[config.mk]
export PLATFORM = sky130hd
export DESIGN_NAME = port_gated_frame_deque_unit
export DESIGN_NICKNAME = d
export VERILOG_FILES = /design/src/sv/pgfd_pkg.sv /design/src/sv/port_gated_frame_deque_unit.sv /design/src/sv/pgfd_datapath.sv /design/src/sv/pgfd_controller.sv
export SDC_FILE = /design/constraint.sdc
export NUM_CORES = 1
export LEC_CHECK = 0
export BUFFER_PORTS_ARGS = -buffer_cell sky130_fd_sc_hd__buf_2
export CORE_ASPECT_RATIO = 1.5
export CORE_MARGIN = 2
export CORE_UTILIZATION = 60
export DETAILED_ROUTE_END_ITERATION = 10
export PLACE_DENSITY_LB_ADDON = 0.15
export SYNTH_ARGS = -nofsm -noshare
export SYNTH_HDL_FRONTEND = slang
export SYNTH_HIERARCHICAL = 1
export SYNTH_SLANG_ARGS = --single-unit
[constraint.sdc]
create_clock -name clk_i -period 9.7 [get_ports clk_i]
set_input_delay 0 -clock clk_i [delete_from_list [all_inputs] [get_ports clk_i]]
set_output_delay 0 -clock clk_i [all_outputs]
set_load 0.02 [all_outputs]
[src/sv/pgfd_pkg.sv]
`timescale 1ns / 1ps
`default_nettype none

package pgfd_pkg;

  // Deque geometry.
  localparam int DEPTH    = 16;
  localparam int IDX_W    = $clog2(DEPTH);
  localparam int CNT_W    = $clog2(DEPTH + 1);
  localparam int HANDLE_W = 32;

  // Port numbering and the signed port select register.
  localparam int PORT_COUNT = 3;
  localparam int PORT_W     = 2;
  localparam int SEL_W      = 3;

  // Item kinds carried in the low bits of the input tuser.
  typedef enum logic [1:0] {
    KIND_PUSH_TAIL = 2'd0,
    KIND_PUSH_HEAD = 2'd1,
    KIND_POP       = 2'd2
  } kind_e;

  // Commands from the controller to the datapath.
  typedef struct packed {
    logic push_tail;
    logic push_head;
    logic pop;
  } ctrl_cmd_t;

  // Status from the datapath to the controller.
  typedef struct packed {
    logic port_match;
    logic empty;
  } dp_status_t;

endpackage

`default_nettype wire

[src/sv/port_gated_frame_deque_unit.sv]
// Port-gated frame deque: a circular deque of frame handles.
// Input stream: one beat per item. tuser selects push at tail, push at head
// or a dequeue request; tdata carries the handle and the requesting port.
// A tail push into a full deque overwrites the oldest entry; a head push into
// a full deque drops the newest entry. A dequeue request pops the head only
// when it is a get command from the port held in the port select register
// and the deque is not empty; only such a pop produces an output beat with
// the handle, the port and the count left.
// Configuration: cfg_valid_i/cfg_ready_o write the signed port select
// register (-1 selects no port); it is always ready. The user must write it
// only while the block is idle; the block itself does not enforce this.
// Throughput is one item per cycle while the receiver does not stall: each item
// changes only the head pointer, the count and one store entry. A result appears on
// the output in the cycle after the accepting edge, from the output register.
// When the receiver stalls, the result is held and a new item is taken only
// in a cycle in which the held result drains.
// Reset empties the deque and selects port 0; the store needs no clearing.
`timescale 1ns / 1ps
`default_nettype none

module port_gated_frame_deque_unit import pgfd_pkg::*; (
  input  logic        clk_i,
  input  logic        rst_ni,
  // Configuration write channel.
  input  logic        cfg_valid_i,
  output logic        cfg_ready_o,
  input  logic [2:0]  cfg_data_i,
  // Input stream.
  input  logic        s_axis_tvalid_i,
  output logic        s_axis_tready_o,
  input  logic [39:0] s_axis_tdata_i,  // frame_handle[31:0], request_port[33:32], zero pad
  input  logic [2:0]  s_axis_tuser_i,  // kind[1:0], request_is_get[2]
  // Output stream.
  output logic        m_axis_tvalid_o,
  input  logic        m_axis_tready_i,
  output logic [39:0] m_axis_tdata_o   // out_frame[31:0], out_port[33:32], remaining[38:34], pad
);

  ctrl_cmd_t           cmd;
  dp_status_t          status;
  logic [HANDLE_W-1:0] out_frame;
  logic [PORT_W-1:0]   out_port;
  logic [CNT_W-1:0]    out_remaining;

  assign cfg_ready_o = 1'b1;

  // Sequencing of accepts, commands and the output register.
  pgfd_controller u_ctrl (
    .clk_i       (clk_i),
    .rst_ni      (rst_ni),
    .in_valid_i  (s_axis_tvalid_i),
    .in_ready_o  (s_axis_tready_o),
    .in_kind_i   (kind_e'(s_axis_tuser_i[1:0])),
    .out_valid_o (m_axis_tvalid_o),
    .out_ready_i (m_axis_tready_i),
    .status_i    (status),
    .cmd_o       (cmd)
  );

  // Store, pointers, port select and result registers.
  pgfd_datapath u_dp (
    .clk_i           (clk_i),
    .rst_ni          (rst_ni),
    .cfg_we_i        (cfg_valid_i),
    .cfg_data_i      (cfg_data_i),
    .in_handle_i     (s_axis_tdata_i[HANDLE_W-1:0]),
    .in_port_i       (s_axis_tdata_i[HANDLE_W+PORT_W-1:HANDLE_W]),
    .in_get_i        (s_axis_tuser_i[2]),
    .cmd_i           (cmd),
    .status_o        (status),
    .out_frame_o     (out_frame),
    .out_port_o      (out_port),
    .out_remaining_o (out_remaining)
  );

  assign m_axis_tdata_o = {1'b0, out_remaining, out_port, out_frame};

endmodule

`default_nettype wire

[src/sv/pgfd_datapath.sv]
`timescale 1ns / 1ps
`default_nettype none

module pgfd_datapath import pgfd_pkg::*; (
  input  logic                 clk_i,
  input  logic                 rst_ni,
  input  logic                 cfg_we_i,
  input  logic [SEL_W-1:0]     cfg_data_i,
  input  logic [HANDLE_W-1:0]  in_handle_i,
  input  logic [PORT_W-1:0]    in_port_i,
  input  logic                 in_get_i,
  input  ctrl_cmd_t            cmd_i,
  output dp_status_t           status_o,
  output logic [HANDLE_W-1:0]  out_frame_o,
  output logic [PORT_W-1:0]    out_port_o,
  output logic [CNT_W-1:0]     out_remaining_o
);

  logic [HANDLE_W-1:0] store_q [DEPTH];
  logic [IDX_W-1:0]    head_q, head_d;
  logic [CNT_W-1:0]    count_q, count_d;
  logic signed [SEL_W-1:0] sel_q;
  logic [HANDLE_W-1:0] frame_q;
  logic [PORT_W-1:0]   port_q;
  logic [CNT_W-1:0]    remaining_q;

  logic                full;
  logic [IDX_W-1:0]    head_inc;
  logic [IDX_W-1:0]    head_dec;
  logic [IDX_W-1:0]    tail_idx;
  logic [CNT_W:0]      tail_sum;
  logic                wr_en;
  logic [IDX_W-1:0]    wr_idx;

  // Index arithmetic modulo the depth.
  assign full     = (count_q == CNT_W'(DEPTH));
  assign head_inc = (head_q == IDX_W'(DEPTH - 1)) ? '0 : head_q + IDX_W'(1);
  assign head_dec = (head_q == '0) ? IDX_W'(DEPTH - 1) : head_q - IDX_W'(1);
  assign tail_sum = (CNT_W+1)'(head_q) + (CNT_W+1)'(count_q);
  assign tail_idx = (tail_sum >= (CNT_W+1)'(DEPTH)) ?
                    IDX_W'(tail_sum - (CNT_W+1)'(DEPTH)) : IDX_W'(tail_sum);

  // Next pointer, count and store write for the commanded operation.
  always_comb begin
    head_d  = head_q;
    count_d = count_q;
    wr_en   = 1'b0;
    wr_idx  = head_q;
    if (cmd_i.push_tail) begin
      wr_en = 1'b1;
      if (full) begin
        wr_idx = head_q;
        head_d = head_inc;
      end else begin
        wr_idx  = tail_idx;
        count_d = count_q + CNT_W'(1);
      end
    end else if (cmd_i.push_head) begin
      wr_en  = 1'b1;
      wr_idx = head_dec;
      head_d = head_dec;
      if (!full) begin
        count_d = count_q + CNT_W'(1);
      end
    end else if (cmd_i.pop) begin
      head_d  = head_inc;
      count_d = count_q - CNT_W'(1);
    end
  end

  // A request matches when it is a get command from the selected port.
  assign status_o.port_match = in_get_i && !sel_q[SEL_W-1] &&
                               (sel_q[PORT_W-1:0] < PORT_W'(PORT_COUNT)) &&
                               (in_port_i == sel_q[PORT_W-1:0]);
  assign status_o.empty      = (count_q == '0);

  // Pointer, count and port select registers.
  always_ff @(posedge clk_i or negedge rst_ni) begin
    if (!rst_ni) begin
      head_q  <= '0;
      count_q <= '0;
      sel_q   <= '0;
    end else begin
      head_q  <= head_d;
      count_q <= count_d;
      if (cfg_we_i) begin
        sel_q <= cfg_data_i;
      end
    end
  end

  // Entry store, written at one index per cycle.
  always_ff @(posedge clk_i) begin
    if (wr_en) begin
      store_q[wr_idx] <= in_handle_i;
    end
  end

  // Result register, loaded on a pop.
  always_ff @(posedge clk_i) begin
    if (cmd_i.pop) begin
      frame_q     <= store_q[head_q];
      port_q      <= in_port_i;
      remaining_q <= count_d;
    end
  end

  assign out_frame_o     = frame_q;
  assign out_port_o      = port_q;
  assign out_remaining_o = remaining_q;

endmodule

`default_nettype wire

[src/sv/pgfd_controller.sv]
`timescale 1ns / 1ps
`default_nettype none

module pgfd_controller import pgfd_pkg::*; (
  input  logic       clk_i,
  input  logic       rst_ni,
  input  logic       in_valid_i,
  output logic       in_ready_o,
  input  kind_e      in_kind_i,
  output logic       out_valid_o,
  input  logic       out_ready_i,
  input  dp_status_t status_i,
  output ctrl_cmd_t  cmd_o
);

  typedef enum logic [1:0] {
    ST_IDLE = 2'b01,
    ST_HOLD = 2'b10
  } state_e;

  state_e state_q, state_d;
  logic   in_fire;

  // The input is taken when the result register is free or drains this cycle.
  assign in_ready_o  = (state_q == ST_IDLE) || out_ready_i;
  assign out_valid_o = (state_q == ST_HOLD);
  assign in_fire     = in_valid_i && in_ready_o;

  // Decode the accepted beat into at most one datapath command.
  always_comb begin
    cmd_o = '0;
    if (in_fire) begin
      case (in_kind_i)
        KIND_PUSH_TAIL: cmd_o.push_tail = 1'b1;
        KIND_PUSH_HEAD: cmd_o.push_head = 1'b1;
        KIND_POP:       cmd_o.pop = status_i.port_match && !status_i.empty;
        default:        cmd_o = '0;
      endcase
    end
  end

  // Output register occupancy.
  always_comb begin
    state_d = state_q;
    case (state_q)
      ST_IDLE: begin
        if (cmd_o.pop) begin
          state_d = ST_HOLD;
        end
      end
      ST_HOLD: begin
        if (out_ready_i && !cmd_o.pop) begin
          state_d = ST_IDLE;
        end
      end
      default: state_d = ST_IDLE;
    endcase
  end

  always_ff @(posedge clk_i or negedge rst_ni) begin
    if (!rst_ni) begin
      state_q <= ST_IDLE;
    end else begin
      state_q <= state_d;
    end
  end

endmodule

`default_nettype wire

==> results.md, run 1 <==
- WL per Instance: 25.2 microns
- Via density: 6.27
- CP delay by family, top: simple AND/OR/NAND/NOR gates
- Cell internal pwr: 4800 uW
- Max_cap viols: 0
- Die Y: 239 microns
- Crit-path cells: nand2b_4 -> a2111oi_2 -> nor2b_1 -> a221oi_1 -> a311oi_2 -> nand2_1 -> nor2_4 -> buf_4
- Critical Path End Type: register
- Synth Area per Inst: 19.6 sq um
- Violation count after the first detailed-route iteration: 905
- Tot GR Track Use: 24.5%
- CTS tree: built
- Antenna violation net count after detailed routing: 0
- Leak: 0.00837 uW
- Setup violation total in the final timing report: 0
- Final worst path period share: 45.4%
- Max-slew violations: 0
- Skew final: 20.4 ps
- Least-Margin Pin Slew: 1120 ps
- H-tree Lvls: 2
- Synth unique cells: 61
- Comb power frac: 26.7%
- First-pass GRT wire length: 69200 microns
- WL final: 45600 microns
- CP Launch Type: register
- Synth warn: 6
- Dominant cells by area after synthesis: edfxtp_1 (75%), mux4_2 (9.7%), mux2i_1 (3.1%)
- Post-layout min period: 4400 ps
- Run status: completed
- Total CTS buffers: 50
- Initial core utilization: 60.6%
- # IOs: 94
- Die width: 161 microns
- Endpoints failing hold: 0
- Remaining Overflow, GRT: 0
- Seq/Total Area, Yosys: 76.2%
- Clock share of power: 28.5%
- Setup TNS: 0 ps
- Area leader, netlist: edfxtp_1
- Leading register cell type out of synthesis: edfxtp_1
- Max frequency: 0.227 GHz
- Largest net degree at the start of global routing: 64
- CP Data Required Time: 9940 ps
- Clock Tree Buf Depth: 3
- Drt drc: 0
- Vias in the first global route: 11600
- Worst path bufs/invs: 1
- VDD IR max: 0.178 mV
- Unrepaired setup endpoints after global routing: false
- Psw: 2020 uW
- Sw Share: 29.6%
- CTS Root Buffer Type: clkbuf_16
- Post-CTS setup buffer count: 0
- Pre-antenna DRT Iters: 5
- CP max-delay cell: a2111oi_2
- GP Congestion: 0.769
- DR vias: 11300
- Pwr dens: 270 nW/um^2
- Clock latency on the worst-skew pair: 580 ps
- Worst-path clk slew: 60 ps
- Flops & latches, synth: 565
- Critical path type: reg2reg
- Slew HR: 23.8%
- Final #Nets: 1344
- Crit-path max cell delay: 820 ps
- Core box area: 36600 sq um
- Antenna violations before repair: 0
- Final HPWL DP: 23500 microns
- Area Overhead vs Synth: 14.0%
- Die ar.: 38500 sq um
- CP arrival: 4650 ps
- # rows: 86
- Sequential power share: 44.8%
- Number of flops mapped to enable cells by yosys: 551
- Synth async-reset ratio: 2.48%
- Yosys top cell area share: 74.7%
- HP Class: in2reg
- Final core utilization: 69.1%
- Diode count: 0
- Layout cells sized above 1: 24.0%
- Post-Place Cell Area: 23200 sq um
- Post-Synthesis Cells: 1130
- Final Total Pwr: 6820 uW
- Design area: 25300 sq um
- Port Buf Inserts: 85
- Mapped Area: 22200 sq um
- Syn nets: 1189
- Worst Path Max Fanout: 20
- Num Clock Sinks: 565
## per-layer routing
layer / global-route usage, % / vias up / share of wire [%]
li1: - / 4931 / -
met4: 6.87 / 0 / 2.3
met3: 3.34 / 81 / 6.4
met2: 42.0 / 398 / 51
met1: 33.5 / 5917 / 40
met5: 0 / - / 0
## metrics by stage
step,hold WS [ps],std cells,setup slack (ps)
2_1_floorplan,-296,1130,4310
3_3_place_gp,-83.7,1670,5430
3_5_place_dp,-80.0,1670,5320
4_1_cts,115,1807,5310
5_1_grt,178,1807,5040
6_report,143,1807,5300
## path summary, 6_finish.rpt
path	to	slack, ps	from	cells past startpoint
setup / recovery	u_dp/store_q[7][2]	5300	u_ctrl/state_q[0]	8
hold / removal	u_dp/head_q[0]	140	s_axis_tuser_i[1]	6
setup reg to reg	u_dp/store_q[7][2]	5300	u_ctrl/state_q[0]	8
hold reg to reg	u_dp/count_q[4]	580	u_dp/count_q[4]	1
max in group asynchronous	u_dp/head_q[1]	8090	rst_ni	4
min in group asynchronous	u_ctrl/state_q[0]	460	rst_ni	3
## Yosys cell counts, types with 4 or more instances
master	n
edfxtp_1	551
mux4_2	95
nand2_1	81
mux2i_1	69
a21oi_1	37
o211ai_1	35
a22oi_1	33
nand3_1	30
nor2_1	28
buf_2	22
dfrtp_1	13
clkbuf_1	12
buf_4	11
o21ai_0	11
inv_1	8
ha_1	7
nand2b_1	7
buf_6	5
nor2b_1	5
mux2_2	4
xor2_1	4
## logic make-up after synthesis
| group | Yosys count | synth area share [%] |
|---|---|---|
| AOI/OAI and AO/OA | 141 | 4.45 |
| xor gates and xnor gates | 7 | 0.277 |
| adders and majority gates | 8 | 0.486 |
| buffers and inverters | 65 | 1.76 |
| DFF | 565 | 76.2 |
| muxes | 171 | 13.2 |
| other | 2 | 0.0339 |
| and+or+nand+nor | 171 | 3.58 |
## sequential cells by signal, indices dropped and copies added, names as in the netlist
| register | cells |
|---|---|
| u_ctrl/state_q | 2 |
| u_dp/count_q | 5 |
| u_dp/head_q | 4 |
| u_dp/out_frame_o | 32 |
| u_dp/out_port_o | 2 |
| u_dp/out_remaining_o | 5 |
| u_dp/sel_q | 3 |
| u_dp/store_q | 512 |
## what timing repair did
action / CTS / global route
hold buffers: 47 / 0
resized for setup: 0 / 0
setup endpoints to repair: 0 / 0
hold endpoints to repair: 533 / 0
## tightest hold or removal path, cell delays in order
cell and delay (ps):
buf_2 120, a2111oi_2 90, nand2b_1 190, nand4_1 120
o21ai_0 80, a21oi_1 60
## final cells by class
class / instances / area [sq um]
sequential: 565 / 16900
timing repair buffer: 159 / 1100
inverter: 9 / 33.8
multi-input combinational: 500 / 5020
tap: 484 / 606
clock inverter: 30 / 320
clock buffer: 60 / 1290
fill: 2301 / 11300
## layout by cell type (no fill, tap or decap), types with 3 or more instances in the layout
master,count
nor3b_1,3
nor2b_1,4
dfrtp_1,10
a21oi_1,37
o21ai_0,11
inv_6,3
clkinv_1,10
nor2_4,17
clkbuf_16,50
dlygate4sd3_1,47
mux2i_1,69
ha_1,7
buf_4,27
nand2b_1,7
clkbuf_1,10
mux2_2,4
inv_1,8
a22oi_1,33
nor2_1,11
nand4_1,3
a221oi_1,3
nand3_1,30
clkinv_2,6
clkinvlp_4,4
xor2_1,4
mux4_2,95
edfxtp_1,551
o211ai_1,35
bufinv_16,6
buf_2,85
nand2_1,81
xnor2_1,3
## power groups by stage
stage | registers [uW] | clock network, uW | logic [uW]
2_1_floorplan | 3020 | 0 | 1410
3_5_place_dp | 3110 | 0 | 1810
5_1_grt | 3080 | 2070 | 1970
3_3_place_gp | 3100 | 0 | 1800
4_1_cts | 3060 | 1980 | 1840
6_report | 3060 | 1940 | 1820
(Power assumes the default switching activity.)
==> run 2, diff against run 1 <==
==> constraint.sdc (replaced) <==
create_clock -name clk_i -period 4.3 [get_ports clk_i]
set_input_delay 0 -clock clk_i [delete_from_list [all_inputs] [get_ports clk_i]]
set_output_delay 0 -clock clk_i [all_outputs]
set_load 0.02 [all_outputs]
==> run 2 against run 1 <==
Non-clock buffer count is 13 higher. Combinational power grew 130%. Critical path type unchanged. Final area grew 0.63%. Critical path depth rose by 1. Worst hold slack lost 3.1 ps. Largest power group unchanged. Setup slack worse by 4600 ps. Largest cell class unchanged. Clock power up 120%. Clock skew decreased by 8.3 ps.
==> results.md, run 2 (same netlist as run 1, synthesis figures left out) <==
- # rows: 86
- Leading cell type in the layout, fill and taps excluded: edfxtp_1
- Leak: 0.00846 uW
- Max-slew violations: 0
- Die ar.: 38500 sq um
- First-pass GRT wire length: 67800 microns
- Pwr dens: 606 nW/um^2
- Worst Setup Slack, final: 647 ps
- Setup TNS: 0 ps
- Num Clock Sinks: 565
- Crit path launch: u_ctrl/state_q[0]
- Slew HR: 23.0%
- Die Y: 239 microns
- Tot GR Track Use: 24.0%
- Sequential cell area: 16900 sq um
- Max_cap viols: 0
- Die width: 161 microns
- Diode count: 0
- Fill count: 2286
- Least-Margin Pin Slew: 1130 ps
- HP Class: in2reg
- CP Launch Type: register
- Most frequent cells in the layout: edfxtp_1 (551), mux4_2 (95), buf_2 (85)
- Largest net degree at the start of global routing: 102
- Area Overhead vs Synth: 14.8%
- Final HPWL DP: 24400 microns
- Final #Nets: 1358
- Violation count after the first detailed-route iteration: 932
- Core box area: 36600 sq um
- Run status: completed
- Reg-to-Reg End: u_dp/store_q[12][0]
- Port Buf Inserts: 85
- CP Capture Point: u_dp/store_q[12][0]
- Initial core utilization: 60.6%
- Drt drc: 0
- Critical path type: reg2reg
- Vias in the first global route: 11500
- CTS Root Buffer Type: clkbuf_16
- Final worst path period share: 85.0%
- Pre-CTS setup slack: 696 ps
- CP arrival: 3920 ps
- Post-layout min period: 3650 ps
- Hold Worst Slack: 140 ps
- GP Congestion: 0.780
- Number of flip-flops in the largest register: 512
- CTS tree: built
- Antenna violations before repair: 0
- Worst Path Max Fanout: 20
- Pre-antenna DRT Iters: 5
- Setup violation total in the final timing report: 0
- Unrepaired setup endpoints after global routing: false
- VDD IR max: 0.542 mV
- Remaining Overflow, GRT: 0
- Worst Reg-to-Reg Cells: 9
- Final Total Pwr: 15400 uW
- Worst r2r src: u_ctrl/state_q[0]
- Endpoints failing hold: 0
- Design area: 25400 sq um
- WL final: 45100 microns
- # IOs: 94
- Total CTS buffers: 51
- Flop-to-flop setup slack: 650 ps
- Via density: 6.20
- WL per Instance: 24.8 microns
- Antenna violation net count after detailed routing: 0
- Skew final: 12.1 ps
- Critical Path End Type: register
- Post-Place Cell Area: 23400 sq um
- Layout cells sized above 1: 24.7%
- Biggest register: u_dp/store_q
- Area of the multi-input gates: 5020 sq um
- CP Data Required Time: 4570 ps
- Worst-path clk slew: 60 ps
- Clock Tree Buf Depth: 3
- Clock latency on the worst-skew pair: 580 ps
- H-tree Lvls: 2
- Max frequency: 0.274 GHz
- DR vias: 11300
## run 2: cell count changes in the layout (fill, tap and decap cells not counted), sizes merged
cell,change
buf,+13
bufinv,-1
clkbuf,+3
clkinv,+1
clkinvlp,-1
## run 2: per-stage QoR
stage	std cells	utilization, %
after floorplan	1130	-
after global placement	1683	63.9
after detailed placement	1683	63.9
after CTS	1822	69.5
after global routing	1822	69.5
final	1822	69.5
## run 2: timing repair
action | CTS | global route
hold buffers | 47 | 0
gates resized for setup | 0 | 0
buffers inserted | 0 | 0
endpoints found under the hold margin | 533 | 0
## run 2: worst max-delay path, cell delays in order, from the launching register on
cell	delay, ps
dfstp_2	570
nand2b_4	90
a2111oi_2	350
buf_4	210
nor2b_1	490
a221oi_1	200
a311oi_2	440
nand2_1	210
nor2_4	480
buf_12	280
## run 2: how the worst min path moves through the flow
stage | depth (start not counted) | startpoint | to | slack, ps
2_1_floorplan | 0 | rst_ni | u_ctrl/state_q[1] | -300
3_3_place_gp | 1 | rst_ni | u_dp/count_q[0] | -80
3_5_place_dp | 1 | rst_ni | u_dp/count_q[1] | -80
4_1_cts | 3 | s_axis_tuser_i[1] | u_dp/out_frame_o[14] | 90
5_1_grt | 3 | s_axis_tuser_i[1] | u_dp/out_frame_o[14] | 160
6_report | 6 | s_axis_tuser_i[0] | u_dp/head_q[3] | 140
## run 2: power breakdown
part,switching (uW),internal (uW)
Combinational,2460,1770
Clock,1880,2480
Sequential,229,6590
## run 2: area by class of cell
| cell class | count | share of cell area, % |
|---|---|---|
| Timing Repair Buffer | 172 | 5.00 |
| Multi-Input combinational cell | 500 | 19.7 |
| Sequential cell | 565 | 66.5 |
| Clock buffer | 63 | 5.20 |
| Clock inverter | 29 | 1.08 |
| Inverter | 9 | 0.133 |
| Tap cell | 484 | 2.38 |
## run 2: routing by layer
metal	wire [microns]	part of all wire [%]	GRT usage, %	up-vias
li1	-	-	-	4964
met1	17900	40	31.7	5856
met2	23300	52	41.4	389
met3	2650	5.9	3.72	88
met4	1270	2.8	7.98	0
met5	0	0	0	-
==> run 3, diff against run 2 <==
--- a/config.mk
+++ b/config.mk
@@ -5,6 +5,7 @@
 export SDC_FILE = /design/constraint.sdc
 export NUM_CORES = 1
 export LEC_CHECK = 0
+export ABC_AREA = 1
 export BUFFER_PORTS_ARGS = -buffer_cell sky130_fd_sc_hd__buf_2
 export CORE_ASPECT_RATIO = 1.5
 export CORE_MARGIN = 2
==> constraint.sdc (replaced) <==
create_clock -name clk_i -period 3.75 [get_ports clk_i]
set_input_delay 0 -clock clk_i [delete_from_list [all_inputs] [get_ports clk_i]]
set_output_delay 0 -clock clk_i [all_outputs]
set_load 0.02 [all_outputs]
==> run 3 against run 2 <==
Final area grew 1.3%. Utilization is 0.32 points higher. First-iteration DRC count increased by 48%. Die area increased by 1.5%. Sequential power rose by 11%. Area after synthesis grew 1.5%. Maximum frequency is 10% higher. Clock skew increased by 8.5 ps. Flip-flop and latch count is the same. Critical endpoint is now u_dp/store_q[9][8]. Largest cell class unchanged.
==> results.md, run 3 <==
- VDD IR max: 0.457 mV
- Remaining Overflow, GRT: 0
- Hold Worst Slack: 32.1 ps
- Dominant cells by area after synthesis: edfxtp_1 (74%), nand2_1 (8.5%), nand3_1 (5.7%)
- Run status: completed
- Port Buf Inserts: 85
- Pre-CTS setup slack: 510 ps
- Largest net degree at the start of global routing: 258
- Core box area: 36900 sq um
- Via density: 5.75
- Initial core utilization: 61.0%
- Worst Setup Slack, final: 436 ps
- Most frequent cells in the layout: edfxtp_1 (551), nand2_1 (509), nand3_1 (254)
- Design area: 25800 sq um
- Final worst path period share: 88.4%
- Number of flip-flops in the largest register: 512
- CP most frequent cell: inv_1
- Endpoints failing hold: 0
- Vias in the first global route: 13900
- Antenna violation net count after detailed routing: 0
- Seq/Total Area, Yosys: 75.1%
- CP delay by family, top: simple AND/OR/NAND/NOR gates
- Synth async-reset ratio: 2.48%
- Total CTS buffers: 49
- Skew final: 20.6 ps
- Num Clock Sinks: 565
- Max_cap viols: 0
- Flops & latches, synth: 565
- Diode count: 0
- Mapped Area: 22500 sq um
- Die Y: 241 microns
- Drt drc: 0
- Synth warn: 6
- HP Class: in2reg
- Post-synthesis adder-cell area fraction: 0.478%
- Least-Margin Pin Slew: 1190 ps
- Max frequency: 0.302 GHz
- WL per Instance: 20.4 microns
- Synth Area per Inst: 12.4 sq um
- Pre-antenna DRT Iters: 5
- Compound-gate portion of the synthesized area: 4.93%
- Final core utilization: 69.8%
- Yosys top cell area share: 73.5%
- H-tree Lvls: 2
- Leading register cell type out of synthesis: edfxtp_1
- CP arrival: 3540 ps
- Setup violation total in the final timing report: 0
- Antenna violations before repair: 0
- Post-layout min period: 3310 ps
- Area leader, netlist: edfxtp_1
- GP Congestion: 0.833
- DR vias: 14200
- Leak: 0.00941 uW
- Critical path type: reg2reg
- Slew HR: 20.5%
- Violation count after the first detailed-route iteration: 1382
- CP max-delay cell: dfstp_2
- Die ar.: 39100 sq um
- Psw: 5930 uW
- Tot GR Track Use: 26.2%
- # IOs: 94
- Biggest register: u_dp/store_q
- Post-Synth XOR/XNOR Area: 0.350%
- Pwr dens: 684 nW/um^2
- Final #Nets: 2008
- Final HPWL DP: 27200 microns
- # rows: 86
- Number of flops mapped to enable cells by yosys: 551
- Layout cells sized above 1: 11.6%
- WL final: 50300 microns
- Leading cell type in the layout, fill and taps excluded: edfxtp_1
- Top-count cell post-synth: edfxtp_1
- Worst path bufs/invs: 5
- Post-Place Cell Area: 23700 sq um
- Area Overhead vs Synth: 14.6%
- Sw Share: 33.6%
- Crit-path max cell delay: 530 ps
- Critical Path End Type: register
- Comb power frac: 29.3%
- Die width: 162 microns
- Clock Tree Buf Depth: 3
- CP Data Required Time: 3970 ps
- Crit-path cells: inv_1 -> o21bai_4 -> nand2_1 -> nor3_1 -> buf_4 -> nor2_2 -> inv_1 -> nor2_1 -> nor2_1 -> nand2_1 -> inv_1 -> nand3_1 -> nor2_4 -> buf_4
- Mux cell area share after synthesis: 0%
- Max-slew violations: 0
- Unrepaired setup endpoints after global routing: false
- Post-Synthesis Cells: 1813
- Post-synthesis simple-gate area fraction: 15.6%
- CTS Root Buffer Type: clkbuf_16
- Cell internal pwr: 11700 uW
- Worst-path clk slew: 60 ps
- CTS tree: built
- CP Launch Type: register
- Clock latency on the worst-skew pair: 590 ps
- Synth top cells by count: edfxtp_1 (551), nand2_1 (510), nand3_1 (254)
- First-pass GRT wire length: 77400 microns
- Worst Path Max Fanout: 21
- PostCTS Resize Cnt: 0
- Syn nets: 1872
- Fill count: 2521
- Synth unique cells: 35
- Largest family of logic cells by synthesized area: simple AND/OR/NAND/NOR gates
- Clock share of power: 27.6%
- Sequential power share: 43.1%
==> run 3: cell count changes in the layout (fill, tap and decap cells not counted), sizes merged, moves of 15 or more <==
cell | before | now
o211ai | 35 | 1
nor2 | 29 | 44
a21oi | 37 | 83
o22ai | 0 | 18
mux2i | 71 | 0
o21ai | 13 | 83
mux4 | 95 | 0
nand2 | 81 | 510
a22oi | 33 | 2
inv | 12 | 98
nand3 | 30 | 255
==> run 3: path summary, 6_finish.rpt <==
path	end	start	slack (ps)	cells past startpoint
max	u_dp/store_q[9][8]	u_ctrl/state_q[0]	440	14
min	u_dp/count_q[3]	s_axis_tuser_i[0]	30	4
max reg2reg	u_dp/store_q[9][8]	u_ctrl/state_q[0]	440	14
min reg2reg	u_dp/count_q[0]	u_dp/count_q[0]	620	1
max in group asynchronous	u_dp/head_q[0]	rst_ni	2160	4
min in group asynchronous	u_ctrl/state_q[0]	rst_ni	470	3
==> run 3: kinds of logic after synthesis <==
kind of cell	after synthesis
compound gates	204
xor+xnor	9
fa+ha+maj	8
buf+inv	193
flops	565
other cells	2
simple gates	832
==> run 3: final cells by class <==
type	instances	area, sq um	area share, %
Multi-Input combinational cell	1055	4940	19.2
Timing Repair Buffer	182	1430	5.54
Clock inverter	24	241	0.937
Clock buffer	59	1280	4.99
Tap cell	484	606	2.35
Inverter	96	365	1.42
Sequential cell	565	16900	65.6
==> run 3: per-layer routing <==
metal	share of wire, %	vias up	wire [microns]	global-route usage, %
li1	-	6655	-	-
met1	39	6861	19800	33.9
met2	50	538	25300	45.1
met3	6.5	129	3270	3.78
met4	3.8	0	1910	10.4
met5	0	-	0	0
==> run 3: worst reg2reg max path, delay by kind of cell (launching register included) <==
| family | cells | cell delay, ps |
|---|---|---|
| simple gates | 8 | 1400 |
| buf+inv | 5 | 900 |
| flops | 1 | 530 |
| compound gates | 1 | 130 |
==> run 3: metrics by stage <==
step	instances	TNS [ps]	power [uW]
after global routing	2465	0	18600
after CTS	2465	0	17700
after detailed placement	2332	0	12800
final	2465	0	17600
after global placement	2332	0	12700
after floorplan	1813	-14150	11200
==> run 3: power groups by stage <==
stage	Combinational [uW]	Clock [uW]	Sequential, uW
finish	5160	4860	7600
detailed placement	5060	0	7730
global route	5750	5180	7620
floorplan	3490	0	7680
global placement	4960	0	7710
CTS	5150	4940	7590
==> run 3: timing repair <==
| action | in CTS | in global routing |
|---|---|---|
| buffers inserted | 0 | 0 |
| endpoints found under the hold margin | 533 | 0 |
| hold buffers | 50 | 0 |
| endpoints found under the setup margin | 0 | 0 |
